$ cat src/rtl/core/mad_pkg.sv
// -----------------------------------------------------------------------------
// mad_pkg
// Shared types, opcode patterns and decode helpers for the MOV/ADD
// instruction decoder.
// -----------------------------------------------------------------------------
package mad_pkg;

  // Opcode group masks and patterns.
  localparam logic [7:0] MASK_GRP4     = 8'b1111_1100;
  localparam logic [7:0] MASK_GRP16    = 8'b1111_0000;
  localparam logic [7:0] MASK_GRP2     = 8'b1111_1110;
  localparam logic [7:0] PAT_MOV_RM    = 8'b1000_1000;
  localparam logic [7:0] PAT_MOV_IMM_R = 8'b1011_0000;
  localparam logic [7:0] PAT_MOV_IMM_M = 8'b1100_0110;
  localparam logic [7:0] PAT_MOV_ACC   = 8'b1010_0000;
  localparam logic [7:0] PAT_ADD_RM    = 8'b0000_0000;
  localparam logic [7:0] PAT_ADD_IMM_M = 8'b1000_0000;

  // ModR/M codes.
  localparam logic [1:0] MOD_NO_DISP = 2'd0;
  localparam logic [1:0] MOD_DISP8   = 2'd1;
  localparam logic [1:0] MOD_DISP16  = 2'd2;
  localparam logic [2:0] RM_DIRECT   = 3'b110;

  typedef enum logic [2:0] {
    K_MOV_RM      = 3'd0,
    K_MOV_IMM_REG = 3'd1,
    K_MOV_IMM_RM  = 3'd2,
    K_MOV_ACC     = 3'd3,
    K_ADD_RM      = 3'd4,
    K_ADD_IMM_RM  = 3'd5,
    K_UNKNOWN     = 3'd6
  } kind_t;

  typedef enum logic [1:0] {
    LEN_NONE = 2'd0,
    LEN_BYTE = 2'd1,
    LEN_WORD = 2'd2
  } len_t;

  typedef enum logic [1:0] {
    ST_DECODED  = 2'd0,
    ST_UNKNOWN  = 2'd1,
    ST_TRUNCATE = 2'd2
  } status_t;

  typedef enum logic [1:0] {
    FORM_REG_RM  = 2'd0,
    FORM_IMM_REG = 2'd1,
    FORM_IMM_RM  = 2'd2,
    FORM_ACC     = 2'd3
  } form_t;

  localparam logic OPER_MOV = 1'b0;
  localparam logic OPER_ADD = 1'b1;

  // One result record.
  typedef struct packed {
    status_t            status;
    logic               operation;
    form_t              form;
    logic               wide;
    logic               direction;
    logic [2:0]         reg_code;
    logic [1:0]         mod_code;
    logic [2:0]         rm_code;
    logic signed [15:0] displacement;
    logic signed [15:0] immediate;
    logic [7:0]         opcode_byte;
  } result_t;

  // Classify a first byte.
  function automatic kind_t kind_of(input logic [7:0] op);
    kind_t k;
    if ((op & MASK_GRP4) == PAT_MOV_RM)            k = K_MOV_RM;
    else if ((op & MASK_GRP16) == PAT_MOV_IMM_R)   k = K_MOV_IMM_REG;
    else if ((op & MASK_GRP2) == PAT_MOV_IMM_M)    k = K_MOV_IMM_RM;
    else if ((op & MASK_GRP4) == PAT_MOV_ACC)      k = K_MOV_ACC;
    else if ((op & MASK_GRP4) == PAT_ADD_RM)       k = K_ADD_RM;
    else if ((op & MASK_GRP4) == PAT_ADD_IMM_M)    k = K_ADD_IMM_RM;
    else                                           k = K_UNKNOWN;
    return k;
  endfunction

  function automatic logic has_modrm(input kind_t k);
    return (k == K_MOV_RM) || (k == K_MOV_IMM_RM) || (k == K_ADD_RM) ||
           (k == K_ADD_IMM_RM);
  endfunction

  // Immediate length of an opcode.
  function automatic len_t imm_len(input logic [7:0] op);
    kind_t k;
    len_t  l;
    k = kind_of(op);
    l = LEN_NONE;
    case (k)
      K_MOV_IMM_REG: l = op[3] ? LEN_WORD : LEN_BYTE;
      K_MOV_IMM_RM:  l = op[0] ? LEN_WORD : LEN_BYTE;
      K_ADD_IMM_RM:  l = (op[1:0] == 2'b01) ? LEN_WORD : LEN_BYTE;
      default:       l = LEN_NONE;
    endcase
    return l;
  endfunction

  // Displacement length given the opcode and the ModR/M byte.
  function automatic len_t disp_len(input logic [7:0] op, input logic [7:0] modrm);
    kind_t k;
    len_t  l;
    k = kind_of(op);
    l = LEN_NONE;
    if (k == K_MOV_ACC) begin
      l = LEN_WORD;
    end else if (has_modrm(k)) begin
      if (modrm[7:6] == MOD_DISP8) l = LEN_BYTE;
      else if (modrm[7:6] == MOD_DISP16) l = LEN_WORD;
      else if (modrm[7:6] == MOD_NO_DISP && modrm[2:0] == RM_DIRECT) l = LEN_WORD;
    end
    return l;
  endfunction

  function automatic logic [15:0] sext8(input logic [7:0] b);
    return {{8{b[7]}}, b};
  endfunction

endpackage

$ cat src/rtl/core/mad_in_if.sv
// -----------------------------------------------------------------------------
// mad_in_if
// Byte stream channel into the decoder.
// -----------------------------------------------------------------------------
interface mad_in_if;
  logic       valid;
  logic       ready;
  logic [7:0] data_byte;
  logic       end_of_stream;

  modport source (output valid, data_byte, end_of_stream, input ready);
  modport sink   (input valid, data_byte, end_of_stream, output ready);
endinterface

$ cat src/rtl/core/mad_out_if.sv
// -----------------------------------------------------------------------------
// mad_out_if
// Decoded instruction record channel out of the decoder.
// -----------------------------------------------------------------------------
interface mad_out_if;
  logic               valid;
  logic               ready;
  logic [1:0]         status;
  logic               operation;
  logic [1:0]         form;
  logic               wide;
  logic               direction;
  logic [2:0]         reg_code;
  logic [1:0]         mod_code;
  logic [2:0]         rm_code;
  logic signed [15:0] displacement;
  logic signed [15:0] immediate;
  logic [7:0]         opcode_byte;

  modport source (output valid, status, operation, form, wide, direction, reg_code,
                  mod_code, rm_code, displacement, immediate, opcode_byte,
                  input ready);
  modport sink   (input valid, status, operation, form, wide, direction, reg_code,
                  mod_code, rm_code, displacement, immediate, opcode_byte,
                  output ready);
endinterface

$ cat src/rtl/core/mad_in_stage.sv
// -----------------------------------------------------------------------------
// mad_in_stage
// Input register: holds one byte until the decode step consumes it.
// -----------------------------------------------------------------------------
module mad_in_stage (
  input  logic       clk,
  input  logic       rst_n,
  input  logic       in_valid,
  input  logic [7:0] in_byte,
  input  logic       in_eos,
  output logic       in_ready,
  input  logic       take,
  output logic       s1_valid,
  output logic [7:0] s1_byte,
  output logic       s1_eos
);

  logic       valid_r;
  logic [7:0] byte_r;
  logic       eos_r;

  // The stage can load whenever it is empty or its byte leaves this cycle.
  assign in_ready = !valid_r || take;

  always_ff @(posedge clk) begin
    if (!rst_n) begin
      valid_r <= 1'b0;
    end else if (in_ready) begin
      valid_r <= in_valid;
    end
  end

  // Payload needs no reset.
  always_ff @(posedge clk) begin
    if (in_ready && in_valid) begin
      byte_r <= in_byte;
      eos_r  <= in_eos;
    end
  end

  assign s1_valid = valid_r;
  assign s1_byte  = byte_r;
  assign s1_eos   = eos_r;

endmodule

$ cat src/rtl/core/mad_decoder.sv
// -----------------------------------------------------------------------------
// mad_decoder
// Decode state machine: one byte per step, gathers ModR/M, displacement and
// immediate; forms a record per finished, unknown or truncated instruction.
// -----------------------------------------------------------------------------
module mad_decoder (
  input  logic                 clk,
  input  logic                 rst_n,
  input  logic                 step,
  input  logic [7:0]           data_byte,
  input  logic                 eos,
  output logic                 res_valid,
  output mad_pkg::result_t     res
);

  typedef enum logic [3:0] {
    PH_OPCODE = 4'b0001,
    PH_MODRM  = 4'b0010,
    PH_DISP   = 4'b0100,
    PH_IMM    = 4'b1000
  } phase_t;

  phase_t      phase_r, phase_nxt;
  logic [7:0]  opcode_r, opcode_nxt;
  logic [7:0]  modrm_r, modrm_nxt;
  logic [15:0] disp_r, disp_nxt;
  logic [15:0] imm_r, imm_nxt;
  logic        idx_r, idx_nxt;
  logic        halted_r, halted_nxt;

  // Build a decoded record from the finished latches.
  function automatic mad_pkg::result_t make_record(input logic [7:0] op,
                                                   input logic [7:0] modrm,
                                                   input logic [15:0] disp,
                                                   input logic [15:0] imm);
    mad_pkg::result_t r;
    mad_pkg::kind_t   k;
    k = mad_pkg::kind_of(op);
    r = '0;
    r.status    = mad_pkg::ST_DECODED;
    r.operation = (k == mad_pkg::K_ADD_RM || k == mad_pkg::K_ADD_IMM_RM) ?
                  mad_pkg::OPER_ADD : mad_pkg::OPER_MOV;
    case (k)
      mad_pkg::K_MOV_RM, mad_pkg::K_ADD_RM: begin
        r.form      = mad_pkg::FORM_REG_RM;
        r.wide      = op[0];
        r.direction = op[1];
        r.reg_code  = modrm[5:3];
      end
      mad_pkg::K_MOV_IMM_REG: begin
        r.form     = mad_pkg::FORM_IMM_REG;
        r.wide     = op[3];
        r.reg_code = op[2:0];
      end
      mad_pkg::K_MOV_IMM_RM, mad_pkg::K_ADD_IMM_RM: begin
        r.form     = mad_pkg::FORM_IMM_RM;
        r.wide     = op[0];
        r.reg_code = modrm[5:3];
      end
      default: begin
        r.form      = mad_pkg::FORM_ACC;
        r.wide      = op[0];
        r.direction = op[1];
      end
    endcase
    if (mad_pkg::has_modrm(k)) begin
      r.mod_code = modrm[7:6];
      r.rm_code  = modrm[2:0];
    end
    r.displacement = disp;
    r.immediate    = imm;
    r.opcode_byte  = op;
    return r;
  endfunction

  // One decode step on the current byte. The record flag tells whether the
  // byte on the inputs would give a record; the state moves only on a step.
  always_comb begin
    phase_t         ph_next;
    logic           done;
    mad_pkg::kind_t k;
    mad_pkg::len_t  dl;
    mad_pkg::len_t  il;

    phase_nxt  = phase_r;
    opcode_nxt = opcode_r;
    modrm_nxt  = modrm_r;
    disp_nxt   = disp_r;
    imm_nxt    = imm_r;
    idx_nxt    = idx_r;
    halted_nxt = halted_r;
    res_valid  = 1'b0;
    res        = '0;
    ph_next    = PH_OPCODE;
    done       = 1'b0;
    k          = mad_pkg::kind_of(data_byte);
    dl         = mad_pkg::LEN_NONE;
    il         = mad_pkg::imm_len(opcode_r);

    if (!halted_r) begin
      case (phase_r)
        PH_MODRM: begin
          modrm_nxt = data_byte;
          if (mad_pkg::disp_len(opcode_r, data_byte) != mad_pkg::LEN_NONE) begin
            ph_next = PH_DISP;
          end else if (il != mad_pkg::LEN_NONE) begin
            ph_next = PH_IMM;
          end else begin
            done = 1'b1;
          end
        end
        PH_DISP: begin
          dl = mad_pkg::disp_len(opcode_r, modrm_r);
          if (dl == mad_pkg::LEN_BYTE || idx_r) begin
            if (dl == mad_pkg::LEN_BYTE) begin
              disp_nxt = mad_pkg::sext8(data_byte);
            end else begin
              disp_nxt = {data_byte, disp_r[7:0]};
            end
            idx_nxt = 1'b0;
            if (il != mad_pkg::LEN_NONE) ph_next = PH_IMM;
            else done = 1'b1;
          end else begin
            disp_nxt = {8'h00, data_byte};
            idx_nxt  = 1'b1;
            ph_next  = PH_DISP;
          end
        end
        PH_IMM: begin
          if (il == mad_pkg::LEN_BYTE) begin
            imm_nxt = mad_pkg::sext8(data_byte);
            done    = 1'b1;
          end else if (idx_r) begin
            imm_nxt = {data_byte, imm_r[7:0]};
            idx_nxt = 1'b0;
            done    = 1'b1;
          end else begin
            imm_nxt = {8'h00, data_byte};
            idx_nxt = 1'b1;
            ph_next = PH_IMM;
          end
        end
        default: begin
          // Opcode byte, also taken for any phase code without meaning.
          opcode_nxt = data_byte;
          modrm_nxt  = '0;
          disp_nxt   = '0;
          imm_nxt    = '0;
          idx_nxt    = 1'b0;
          if (mad_pkg::has_modrm(k)) ph_next = PH_MODRM;
          else if (k == mad_pkg::K_MOV_ACC) ph_next = PH_DISP;
          else ph_next = PH_IMM;
        end
      endcase

      if (phase_r != PH_MODRM && phase_r != PH_DISP && phase_r != PH_IMM &&
          k == mad_pkg::K_UNKNOWN) begin
        // Unknown opcode: report it and stop until reset.
        opcode_nxt      = opcode_r;
        modrm_nxt       = modrm_r;
        disp_nxt        = disp_r;
        imm_nxt         = imm_r;
        idx_nxt         = idx_r;
        phase_nxt       = PH_OPCODE;
        halted_nxt      = 1'b1;
        res_valid       = 1'b1;
        res.status      = mad_pkg::ST_UNKNOWN;
        res.opcode_byte = data_byte;
      end else if (done) begin
        res_valid = 1'b1;
        res       = make_record(opcode_nxt, modrm_nxt, disp_nxt, imm_nxt);
        phase_nxt = PH_OPCODE;
        idx_nxt   = 1'b0;
      end else if (eos) begin
        // Stream ended inside an instruction.
        res_valid       = 1'b1;
        res.status      = mad_pkg::ST_TRUNCATE;
        res.opcode_byte = opcode_nxt;
        phase_nxt       = PH_OPCODE;
        idx_nxt         = 1'b0;
      end else begin
        phase_nxt = ph_next;
      end
    end
  end

  always_ff @(posedge clk) begin
    if (!rst_n) begin
      phase_r  <= PH_OPCODE;
      opcode_r <= '0;
      modrm_r  <= '0;
      disp_r   <= '0;
      imm_r    <= '0;
      idx_r    <= 1'b0;
      halted_r <= 1'b0;
    end else if (step) begin
      phase_r  <= phase_nxt;
      opcode_r <= opcode_nxt;
      modrm_r  <= modrm_nxt;
      disp_r   <= disp_nxt;
      imm_r    <= imm_nxt;
      idx_r    <= idx_nxt;
      halted_r <= halted_nxt;
    end
  end

endmodule

$ cat src/rtl/core/mad_out_stage.sv
// -----------------------------------------------------------------------------
// mad_out_stage
// Result register: holds one record until the consumer takes it.
// -----------------------------------------------------------------------------
module mad_out_stage (
  input  logic             clk,
  input  logic             rst_n,
  input  logic             load,
  input  mad_pkg::result_t load_res,
  output logic             free,
  output logic             out_valid,
  input  logic             out_ready,
  output mad_pkg::result_t out_res
);

  logic             valid_r;
  mad_pkg::result_t res_r;

  // A new record may enter when the register is empty or drains this cycle.
  assign free = !valid_r || out_ready;

  always_ff @(posedge clk) begin
    if (!rst_n) begin
      valid_r <= 1'b0;
    end else if (free) begin
      valid_r <= load;
    end
  end

  always_ff @(posedge clk) begin
    if (free && load) begin
      res_r <= load_res;
    end
  end

  assign out_valid = valid_r;
  assign out_res   = res_r;

endmodule

$ cat src/rtl/core/mov_add_instruction_decoder.sv
// -----------------------------------------------------------------------------
// mov_add_instruction_decoder
// Byte-serial decoder for MOV and ADD forms of the 16-bit x86 code stream.
// -----------------------------------------------------------------------------
// The block takes one code byte per cycle and returns one record for each
// finished instruction, for an unknown opcode (after which it ignores all
// bytes until reset), or for a stream that ends inside an instruction. Every
// request is one byte; a byte is taken in each cycle as long as the result
// side keeps up, and the input and result registers let a new byte enter
// while a finished record still waits. Once the last byte of an instruction is
// accepted, it sits in the input register, and the single decode step on it
// writes the record into the result register. A byte that would give a record
// waits in the input register while the result register is full and not
// draining. The decode step is one small state update per byte and sets the
// rate of one byte per cycle.
// -----------------------------------------------------------------------------
module mov_add_instruction_decoder (
  input logic        clk,
  input logic        rst_n,
  mad_in_if.sink     in_chan,
  mad_out_if.source  out_chan
);

  logic             s1_valid;
  logic [7:0]       s1_byte;
  logic             s1_eos;
  logic             advance;
  logic             dec_valid;
  mad_pkg::result_t dec_res;
  logic             out_free;
  mad_pkg::result_t out_res;

  // The byte leaves the input register unless its record cannot be stored.
  assign advance = s1_valid && (!dec_valid || out_free);

  mad_in_stage u_in_stage (
    .clk      (clk),
    .rst_n    (rst_n),
    .in_valid (in_chan.valid),
    .in_byte  (in_chan.data_byte),
    .in_eos   (in_chan.end_of_stream),
    .in_ready (in_chan.ready),
    .take     (advance),
    .s1_valid (s1_valid),
    .s1_byte  (s1_byte),
    .s1_eos   (s1_eos)
  );

  mad_decoder u_decoder (
    .clk       (clk),
    .rst_n     (rst_n),
    .step      (advance),
    .data_byte (s1_byte),
    .eos       (s1_eos),
    .res_valid (dec_valid),
    .res       (dec_res)
  );

  mad_out_stage u_out_stage (
    .clk       (clk),
    .rst_n     (rst_n),
    .load      (advance && dec_valid),
    .load_res  (dec_res),
    .free      (out_free),
    .out_valid (out_chan.valid),
    .out_ready (out_chan.ready),
    .out_res   (out_res)
  );

  // Result fields onto the channel.
  assign out_chan.status       = out_res.status;
  assign out_chan.operation    = out_res.operation;
  assign out_chan.form         = out_res.form;
  assign out_chan.wide         = out_res.wide;
  assign out_chan.direction    = out_res.direction;
  assign out_chan.reg_code     = out_res.reg_code;
  assign out_chan.mod_code     = out_res.mod_code;
  assign out_chan.rm_code      = out_res.rm_code;
  assign out_chan.displacement = out_res.displacement;
  assign out_chan.immediate    = out_res.immediate;
  assign out_chan.opcode_byte  = out_res.opcode_byte;

endmodule
$ cat src/flat_wrapper.sv
// flat-port wrapper written by rule: the top's interface ports become plain ports
module mov_add_instruction_decoder_flat 
  (clk, rst_n, in_chan_valid, in_chan_data_byte, in_chan_end_of_stream, in_chan_ready, out_chan_valid, out_chan_status, out_chan_operation, out_chan_form, out_chan_wide, out_chan_direction, out_chan_reg_code, out_chan_mod_code, out_chan_rm_code, out_chan_displacement, out_chan_immediate, out_chan_opcode_byte, out_chan_ready);
  mad_in_if in_chan_i ();
  mad_out_if out_chan_i ();
  input logic clk;
  input logic rst_n;
  input wire logic [$bits(in_chan_i.valid)-1:0] in_chan_valid;
  input wire logic [$bits(in_chan_i.data_byte)-1:0] in_chan_data_byte;
  input wire logic [$bits(in_chan_i.end_of_stream)-1:0] in_chan_end_of_stream;
  output wire logic [$bits(in_chan_i.ready)-1:0] in_chan_ready;
  output wire logic [$bits(out_chan_i.valid)-1:0] out_chan_valid;
  output wire logic [$bits(out_chan_i.status)-1:0] out_chan_status;
  output wire logic [$bits(out_chan_i.operation)-1:0] out_chan_operation;
  output wire logic [$bits(out_chan_i.form)-1:0] out_chan_form;
  output wire logic [$bits(out_chan_i.wide)-1:0] out_chan_wide;
  output wire logic [$bits(out_chan_i.direction)-1:0] out_chan_direction;
  output wire logic [$bits(out_chan_i.reg_code)-1:0] out_chan_reg_code;
  output wire logic [$bits(out_chan_i.mod_code)-1:0] out_chan_mod_code;
  output wire logic [$bits(out_chan_i.rm_code)-1:0] out_chan_rm_code;
  output wire logic [$bits(out_chan_i.displacement)-1:0] out_chan_displacement;
  output wire logic [$bits(out_chan_i.immediate)-1:0] out_chan_immediate;
  output wire logic [$bits(out_chan_i.opcode_byte)-1:0] out_chan_opcode_byte;
  input wire logic [$bits(out_chan_i.ready)-1:0] out_chan_ready;
  assign in_chan_i.valid = in_chan_valid;
  assign in_chan_i.data_byte = in_chan_data_byte;
  assign in_chan_i.end_of_stream = in_chan_end_of_stream;
  assign in_chan_ready = in_chan_i.ready;
  assign out_chan_valid = out_chan_i.valid;
  assign out_chan_status = out_chan_i.status;
  assign out_chan_operation = out_chan_i.operation;
  assign out_chan_form = out_chan_i.form;
  assign out_chan_wide = out_chan_i.wide;
  assign out_chan_direction = out_chan_i.direction;
  assign out_chan_reg_code = out_chan_i.reg_code;
  assign out_chan_mod_code = out_chan_i.mod_code;
  assign out_chan_rm_code = out_chan_i.rm_code;
  assign out_chan_displacement = out_chan_i.displacement;
  assign out_chan_immediate = out_chan_i.immediate;
  assign out_chan_opcode_byte = out_chan_i.opcode_byte;
  assign out_chan_i.ready = out_chan_ready;
  mov_add_instruction_decoder u_core (.clk(clk), .rst_n(rst_n), .in_chan(in_chan_i), .out_chan(out_chan_i));
endmodule
$ cat config.mk
export PLATFORM = sky130hd
export DESIGN_NAME = mov_add_instruction_decoder_flat
export DESIGN_NICKNAME = d
export VERILOG_FILES = /design/src/rtl/core/mad_pkg.sv /design/src/rtl/core/mad_in_if.sv /design/src/rtl/core/mad_out_if.sv /design/src/rtl/core/mad_in_stage.sv /design/src/rtl/core/mad_decoder.sv /design/src/rtl/core/mad_out_stage.sv /design/src/rtl/core/mov_add_instruction_decoder.sv /design/src/flat_wrapper.sv
export SDC_FILE = /design/constraint.sdc
export NUM_CORES = 1
export LEC_CHECK = 0
export BUFFER_PORTS_ARGS = -buffer_cell sky130_fd_sc_hd__clkbuf_2
export CORE_UTILIZATION = 40
export CTS_CLUSTER_DIAMETER = 50
export DETAILED_ROUTE_END_ITERATION = 8
export PLACE_DENSITY = 0.62
export SLEW_MARGIN = 20
export SYNTH_ARGS = -nofsm -noshare
export SYNTH_HDL_FRONTEND = slang
export SYNTH_SLANG_ARGS = --single-unit
$ cat constraint.sdc
create_clock -name clk -period 4.15 [get_ports clk]
set_input_delay 0 -clock clk [delete_from_list [all_inputs] [get_ports clk]]
set_output_delay 0 -clock clk [all_outputs]
set_load 0.1 [all_outputs]
==> results of run 1 <==
==> worst min path at each step <==
stage	start	to	slack, ps	cells after the start
CTS	rst_n	u_core.u_in_stage.s1_valid$_SDFFE_PN0P_	130	3
detailed placement	in_chan_data_byte[3]	u_core.u_in_stage.s1_byte[3]$_DFFE_PP_	180	1
global route	rst_n	u_core.u_decoder.disp_r[13]$_SDFFE_PN0P_	160	4
finish	rst_n	u_core.u_in_stage.s1_valid$_SDFFE_PN0P_	150	3
global placement	in_chan_end_of_stream	u_core.u_in_stage.s1_eos$_DFFE_PP_	180	1
floorplan	in_chan_data_byte[0]	u_core.u_in_stage.s1_byte[0]$_DFFE_PP_	100	0
==> stage by stage <==
stage	util, %	cell area (um^2)	hold WS [ps]	worst slack, ps
finish	49.8	6680	147	914
global route	49.8	6680	157	631
CTS	49.8	6680	131	946
detailed placement	44.9	6020	179	960
global placement	44.9	6010	179	973
floorplan	-	5570	98.9	436
==> registers in the layout, summed over array words and instances (netlist names) <==
signal / flops
u_core.u_out_stage.out_valid: 1
u_core.u_decoder.idx_r: 1
u_core.u_decoder.opcode_r: 8
u_core.u_decoder.disp_r: 16
u_core.u_decoder.phase_r: 4
u_core.u_in_stage.s1_byte: 8
u_core.u_decoder.halted_r: 1
u_core.u_out_stage.out_res: 55
u_core.u_in_stage.s1_valid: 1
u_core.u_decoder.modrm_r: 8
u_core.u_decoder.imm_r: 16
u_core.u_in_stage.s1_eos: 1
==> logic make-up after synthesis <==
kind of cell	Yosys count	share of synthesized area, %
simple gates	205	17.4
compound gates	167	22.0
flops	120	54.7
buf+inv	51	3.82
mux	10	1.87
xor+xnor	1	0.157
==> report_power, final <==
group          total [uW]  internal (uW)  switching (uW)
Clock                1370            866             508
Sequential           1340           1300            40.7
Combinational         394           73.1             321
Total                3110           2240             870
==> cells in the mapped netlist, types with 5 or more instances <==
| master | instances |
|---|---|
| sky130_fd_sc_hd__clkbuf_1 | 35 |
| sky130_fd_sc_hd__a21o_1 | 9 |
| sky130_fd_sc_hd__buf_2 | 5 |
| sky130_fd_sc_hd__inv_1 | 7 |
| sky130_fd_sc_hd__o21ai_0 | 9 |
| sky130_fd_sc_hd__edfxtp_1 | 64 |
| sky130_fd_sc_hd__a21oi_1 | 30 |
| sky130_fd_sc_hd__nor2_1 | 73 |
| sky130_fd_sc_hd__mux2i_1 | 7 |
| sky130_fd_sc_hd__nand3_1 | 10 |
| sky130_fd_sc_hd__nand2b_1 | 7 |
| sky130_fd_sc_hd__nand2_1 | 69 |
| sky130_fd_sc_hd__a211oi_1 | 17 |
| sky130_fd_sc_hd__dfxtp_1 | 56 |
| sky130_fd_sc_hd__and2_1 | 5 |
| sky130_fd_sc_hd__o22ai_1 | 19 |
| sky130_fd_sc_hd__nor3_1 | 10 |
| sky130_fd_sc_hd__a22o_1 | 14 |
| sky130_fd_sc_hd__a22oi_1 | 39 |
==> critical path, stage by stage (launching register included) <==
cell and delay, ps:
sky130_fd_sc_hd__edfxtp_1 780, sky130_fd_sc_hd__nand3b_1 140, sky130_fd_sc_hd__a21oi_1 190, sky130_fd_sc_hd__a211oi_1 150, sky130_fd_sc_hd__o21bai_4 280, sky130_fd_sc_hd__a31o_1 790, sky130_fd_sc_hd__nand2_1 420, sky130_fd_sc_hd__o32ai_1 370
==> area by class of cell <==
type,instances,share of cell area (%)
Sequential cell,120,45.6
Multi-Input combinational cell,383,34.7
Timing Repair Buffer,89,7.83
Clock buffer,20,6.54
Tap cell,176,3.30
Clock inverter,12,1.63
Inverter,7,0.394
==> routing by layer <==
metal	vias to the layer above	global-route usage, %	part of all wire [%]
met3	30	6.27	5.9
met2	177	35.9	47
met4	0	9.06	2.2
li1	2193	-	-
met1	2228	29.4	45
met5	-	0	0
==> Implementation_results.wiki, run 1 <==
{| class="wikitable"
! Metric !! Value
|-
| Run status || complete, no violations
|-
| Worst-Margin Slew || 1080 ps
|-
| Leakage power total || 0.00241 uW
|-
| Number of enable flip-flop cells after synthesis || 64
|-
| Nets || 631
|-
| Count of final max-slew check failures || 0
|-
| Kind of critical path || reg2reg
|-
| DRC violation count after routing || 0
|-
| CTS Hold Bufs || 11
|-
| Placement row count || 42
|-
| Routed wire per std cell || roughly 19 um
|-
| Total core area || approximately 13,000 um^2
|-
| TritonCTS Sinks || between 100 and 150
|-
| Count of state elements after synthesis || 120
|-
| Kind of end point of the critical path || flop
|-
| Antenna violations before repair || 0
|-
| Pin count of the biggest net entering global routing || 46
|-
| Number of CTS-inserted buffers || 17
|-
| Worst ir drop on vdd || 0.308 mV
|-
| Initial Util || between 40 and 50%
|-
| Number of cells after detailed placement || approximately 760
|-
| CTS H-Tree Depth || 4
|-
| Placed wire-length estimate || 10,200 um
|-
| End of the critical path || u_core.u_decoder.disp_r[15]$_SDFFE_PN0P_
|-
| Source of the critical timing path || u_core.u_in_stage.s1_byte[2]$_DFFE_PP_
|-
| Ant. Diodes || 0
|-
| Synthesized area divided by synthesized cell count || 10.0 um^2
|-
| Vias per std cell || 5.73
|-
| Post-synth top area cell || sky130_fd_sc_hd__edfxtp_1
|-
| Max Clock Freq || 309 MHz
|-
| Number of I/O pins || 70
|-
| Die X-Extent || 120 um
|-
| Pwr/cell area || roughly 470 nW/um^2
|-
| Max Cap Viol || 0
|-
| Largest cells by area after synthesis || sky130_fd_sc_hd__edfxtp_1 (35%), sky130_fd_sc_hd__dfxtp_1 (20%), sky130_fd_sc_hd__a22oi_1 (5.3%)
|-
| Number of fillers in the final layout || 1,254
|-
| Critical Path Start Type || flop
|-
| Post-synthesis to final-layout area growth || 19.9%
|-
| Violation count after the first detailed-routing iteration || 401
|-
| Register area || 3040 um^2
|-
| Cell at the root of the clock tree || sky130_fd_sc_hd__clkbuf_16
|-
| Data required time of the worst path || 4470 ps
|-
| Top library cells by usage in the layout, fill and taps aside || sky130_fd_sc_hd__nor2_1 (73), sky130_fd_sc_hd__nand2_1 (69), sky130_fd_sc_hd__clkbuf_2 (69), sky130_fd_sc_hd__edfxtp_1 (64), sky130_fd_sc_hd__dfxtp_1 (56)
|-
| Routability Congestion || 0.887
|-
| Global routing usage summed across all routing layers || about 23%
|-
| Minimum setup slack among reg-to-reg paths || 910 ps
|-
| Maximum root-to-sink buffer count || 2
|-
| Post-layout instance count excluding filler cells || 807
|-
| Synth cell types || 59
|-
| Summed negative setup slack over all endpoints || 0 ps
|-
| Post-synth ARST share || 0%
|-
| Commonest non-fill, non-tap cell in the layout || sky130_fd_sc_hd__nor2_1
|-
| Skew final || 9.85 ps
|-
| Total die area || 14,400 um^2
|-
| Vias in the first global route || between 4,000 and 5,000
|-
| Number of port buffers || 69
|-
| Area used by multi-input combinational logic || ~2300 um^2
|-
| Synth Flop Type || sky130_fd_sc_hd__edfxtp_1
|-
| Setup Viol. Count Final || 0
|-
| First-pass GRT wire length || roughly 25,000 um
|-
| Total number of yosys warnings || 0
|-
| DRT Wirelength || 15,300 um
|-
| Nets in the synthesized netlist || 567
|-
| Number of antenna-violating nets in the routed design || 0
|-
| Worst r2r src || u_core.u_in_stage.s1_byte[2]$_DFFE_PP_
|-
| Post-Synthesis Cells || 554
|-
| Final critical-path required period || between 3000 and 4000 ps
|-
| Proportion of synthesized chip area in sequential cells || between 50% and 60%
|-
| Signal arrival time at the worst endpoint || 3560 ps
|-
| Clock transition at path regs || 60 ps
|-
| Later-pin clock latency in the skew report || 420 ps
|-
| Layout cell share with drive strength beyond 1 || 19.3%
|-
| TritonCTS clock tree || done
|-
| Final worst path period share || 78.0%
|-
| Critical path fanouts, max || 18
|-
| Setup repair after global routing missed its margin || false
|-
| Post-CTS Setup Repair Bufs || 0
|-
| Number of cell instances on the worst register-to-register path || 7
|-
| First-pass iteration count of the detailed router || 5
|-
| Critical register-to-register path endpoint || u_core.u_decoder.disp_r[15]$_SDFFE_PN0P_
|-
| Resize count post-CTS || 0
|-
| Post-synthesis instance area || 5570 um^2
|-
| Fraction of synthesized cell area taken by the top area cell type || 34.5%
|-
| Die Y-Extent || ~120 um
|-
| Via count of the routed design || 4,628
|-
| Tot Pwr || 3110 uW
|-
| Worst hold path class || in2reg
|-
| Endpoints failing hold || 0
|-
| Total congestion overflow || 0
|-
| Worst slew margin relative to its limit || 27.7%
|}
No activity file was read; power rests on OpenSTA's default activity.
==> run 2, diff against run 1 <==
--- a/config.mk
+++ b/config.mk
@@ -5,11 +5,12 @@
 export SDC_FILE = /design/constraint.sdc
 export NUM_CORES = 1
 export LEC_CHECK = 0
+export ABC_AREA = 1
 export BUFFER_PORTS_ARGS = -buffer_cell sky130_fd_sc_hd__clkbuf_2
 export CORE_UTILIZATION = 40
 export CTS_CLUSTER_DIAMETER = 50
 export DETAILED_ROUTE_END_ITERATION = 8
-export PLACE_DENSITY = 0.62
+export PLACE_DENSITY = 0.61
 export SLEW_MARGIN = 20
 export SYNTH_ARGS = -nofsm -noshare
 export SYNTH_HDL_FRONTEND = slang
==> constraint.sdc (replaced) <==
create_clock -name clk -period 3.3 [get_ports clk]
set_input_delay 0 -clock clk [delete_from_list [all_inputs] [get_ports clk]]
set_output_delay 0 -clock clk [all_outputs]
set_load 0.1 [all_outputs]
==> run 2 against run 1 <==
Against the previous run: the run now ends with DRC left; sequential cell count stayed put; area after synthesis rose by 9.2%; maximum frequency rose by 14%; combinational power up 20%; clock power is 52% higher; critical path type unchanged; largest cell class unchanged; largest power group unchanged.
==> Implementation_results.wiki, run 2 <==
{| class="wikitable"
! Metric !! Value
|-
| Layout cell share with drive strength beyond 1 || 17.7%
|-
| Run status || finished with violations
|-
| Vias per std cell || 5.16
|-
| Worst-Margin Slew || 833 ps
|-
| Violation count after the first detailed-routing iteration || 530
|-
| Later-pin clock latency in the skew report || 420 ps
|-
| Worst setup slack after layout || roughly 450 ps
|-
| Number of flip-flops under the largest register name || 55
|-
| Most common cell in the netlist || sky130_fd_sc_hd__nand2_1
|-
| Critical Path Start Type || flop
|-
| Number of port buffers || 69
|-
| Number of CTS-inserted buffers || 17
|-
| Pwr/cell area || 565 nW/um^2
|-
| Nets || between 800 and 900
|-
| Total die area || 15,700 um^2
|-
| Worst hold path class || in2reg
|-
| Number of antenna-violating nets in the routed design || 0
|-
| Total number of yosys warnings || 0
|-
| Max Clock Freq || 351 MHz
|-
| Tot Pwr || 4200 uW
|-
| Post-CTS Setup Repair Bufs || 0
|-
| Total congestion overflow || 0
|-
| Signal arrival time at the worst endpoint || a little over 3000 ps
|-
| Synthesized area divided by synthesized cell count || 7.77 um^2
|-
| Routability Congestion || 1.00
|-
| Count of final max-slew check failures || 0
|-
| First-pass GRT wire length || ~26,000 um
|-
| Initial Util || 41.4%
|-
| Setup Viol. Count Final || 0
|-
| Top library cells by usage in the layout, fill and taps aside || sky130_fd_sc_hd__nand2_1 (144), sky130_fd_sc_hd__nor2_1 (122), sky130_fd_sc_hd__inv_1 (114), sky130_fd_sc_hd__clkbuf_2 (68), sky130_fd_sc_hd__edfxtp_1 (64)
|-
| Cell at the root of the clock tree || sky130_fd_sc_hd__clkbuf_16
|-
| Post-synthesis to final-layout area growth || 22.3%
|-
| Vias in the first global route || 5,093
|-
| Clock transition at path regs || 60 ps
|-
| CTS H-Tree Depth || 4
|-
| DRC violation count after routing || 4
|-
| First-pass iteration count of the detailed router || 7
|-
| Maximum root-to-sink buffer count || 2
|-
| TritonCTS clock tree || done
|-
| Final critical-path required period || 2850 ps
|-
| Resize count post-CTS || 0
|-
| Nets in the synthesized netlist || 795
|-
| Number of enable flip-flop cells after synthesis || 64
|-
| Final worst path period share || 86.3%
|-
| Routed wire per std cell || around 16 um
|-
| Worst slew margin relative to its limit || 44.4%
|-
| Placed wire-length estimate || 11,100 um
|-
| Data required time of the worst path || ~3600 ps
|-
| Synth cell types || 36
|-
| DP Worst Slack || 542 ps
|-
| Ant. Diodes || 0
|-
| Post-synth top area cell || sky130_fd_sc_hd__edfxtp_1
|-
| Violations in the final reports || DRC
|-
| Summed negative setup slack over all endpoints || 0 ps
|-
| Die X-Extent || 125 um
|-
| DRT Wirelength || 16,500 um
|-
| Count of state elements after synthesis || 120
|-
| Die Y-Extent || around 130 um
|-
| Setup repair after global routing missed its margin || false
|-
| Number of I/O pins || 70
|-
| Synth Flop Type || sky130_fd_sc_hd__edfxtp_1
|-
| Post-synthesis instance area || ~6000 um^2
|-
| Most numerous cell types in the synthesized netlist || sky130_fd_sc_hd__nand2_1 (144), sky130_fd_sc_hd__nor2_1 (122), sky130_fd_sc_hd__inv_1 (115), sky130_fd_sc_hd__edfxtp_1 (64), sky130_fd_sc_hd__dfxtp_1 (56)
|-
| Largest cells by area after synthesis || sky130_fd_sc_hd__edfxtp_1 (32%), sky130_fd_sc_hd__dfxtp_1 (18%), sky130_fd_sc_hd__nand2_1 (8.9%)
|-
| Post-synth ARST share || 0%
|-
| Max Cap Viol || 0
|-
| Critical path fanouts, max || 19
|-
| Antenna violations before repair || 0
|-
| Skew final || 8.55 ps
|-
| Proportion of synthesized chip area in sequential cells || 50.1%
|-
| Kind of critical path || reg2reg
|-
| Commonest non-fill, non-tap cell in the layout || sky130_fd_sc_hd__nand2_1
|-
| Endpoints failing hold || 0
|-
| Via count of the routed design || roughly 5,500
|-
| Global routing usage summed across all routing layers || 22.0%
|-
| Leakage power total || 0.00313 uW
|-
| Kind of end point of the critical path || flop
|-
| Worst ir drop on vdd || ~0.28 mV
|-
| Placement row count || 44
|-
| Total core area || 14,700 um^2
|-
| Post-Synthesis Cells || 782
|-
| Pin count of the biggest net entering global routing || 41
|-
| TritonCTS Sinks || 120
|-
| Fraction of synthesized cell area taken by the top area cell type || a little under a third
|}
[run 2: layer usage]
| metal | track usage, % | wire length (um) | part of all wire [%] |
|---|---|---|---|
| met5 | 0 | 0 | 0 |
| met4 | 8.61 | 414 | 2.5 |
| met3 | 4.84 | 1100 | 6.7 |
| met2 | 34.2 | 7390 | 45 |
| met1 | 29.9 | 7590 | 46 |
[run 2: kinds of logic after synthesis]
| group | count (synthesis) | share of synthesized area [%] |
|---|---|---|
| flip-flops | 120 | 50.1 |
| AND/OR/NAND/NOR | 376 | 27.4 |
| buffers and inverters | 171 | 11.7 |
| AO/OA/AOI/OAI | 115 | 10.8 |
[run 2: final cells by class]
type	count	area, um^2
Clock buffer	18	429
Inverter	130	488
Tap cell	184	230
Sequential cell	120	3040
Timing Repair Buffer	106	691
Multi-Input combinational cell	491	2320
Fill cell	1429	7270
Clock inverter	14	228
[run 2: critical path, stage by stage, from the launching register on]
cell and delay (ps):
sky130_fd_sc_hd__dfxtp_1 320, sky130_fd_sc_hd__nor2_1 170, sky130_fd_sc_hd__inv_1 70, sky130_fd_sc_hd__nor3_2 270, sky130_fd_sc_hd__inv_1 250, sky130_fd_sc_hd__nand2_1 170, sky130_fd_sc_hd__buf_4 240, sky130_fd_sc_hd__nand2_1 70
sky130_fd_sc_hd__o21ai_1 180, sky130_fd_sc_hd__inv_1 160, sky130_fd_sc_hd__nor4_2 190, sky130_fd_sc_hd__nand2_1 130, sky130_fd_sc_hd__nand3_2 120, sky130_fd_sc_hd__nand2_2 160, sky130_fd_sc_hd__o22ai_1 180
[run 2: path summary, 6_finish.rpt]
check | to | slack (ps) | startpoint | cells past startpoint
hold reg to reg | u_core.u_decoder.imm_r[12]$_SDFFE_PN0P_ | 480 | u_core.u_decoder.imm_r[12]$_SDFFE_PN0P_ | 2
setup reg to reg | u_core.u_out_stage.out_res[47]$_SDFFCE_PP0P_ | 450 | u_core.u_decoder.phase_r[0]$_SDFFE_PN1P_ | 14
setup / recovery | u_core.u_out_stage.out_res[47]$_SDFFCE_PP0P_ | 450 | u_core.u_decoder.phase_r[0]$_SDFFE_PN1P_ | 14
hold / removal | u_core.u_in_stage.s1_eos$_DFFE_PP_ | 290 | in_chan_end_of_stream | 2
[run 2: through the flow]
step	utilization (%)	cells	hold WS, ps	area [um^2]
2_1_floorplan	-	782	98.9	6080
3_3_place_gp	45.3	1020	177	6670
3_5_place_dp	45.3	1020	179	6670
4_1_cts	50.6	1063	267	7430
5_1_grt	50.6	1063	279	7430
6_report	50.6	1063	292	7430
[run 2: report_power, final]
part           switching, uW  internal [uW]  total [uW]
logic                    379           92.3         471
clock network            673           1410        2080
registers               26.9           1630        1650
total                   1080           3120        4200
[run 2: what timing repair did]
item / in CTS / in global routing
endpoints found under the setup margin: 0 / 0
hold endpoints to repair: 11 / 0
hold buffers: 11 / 0
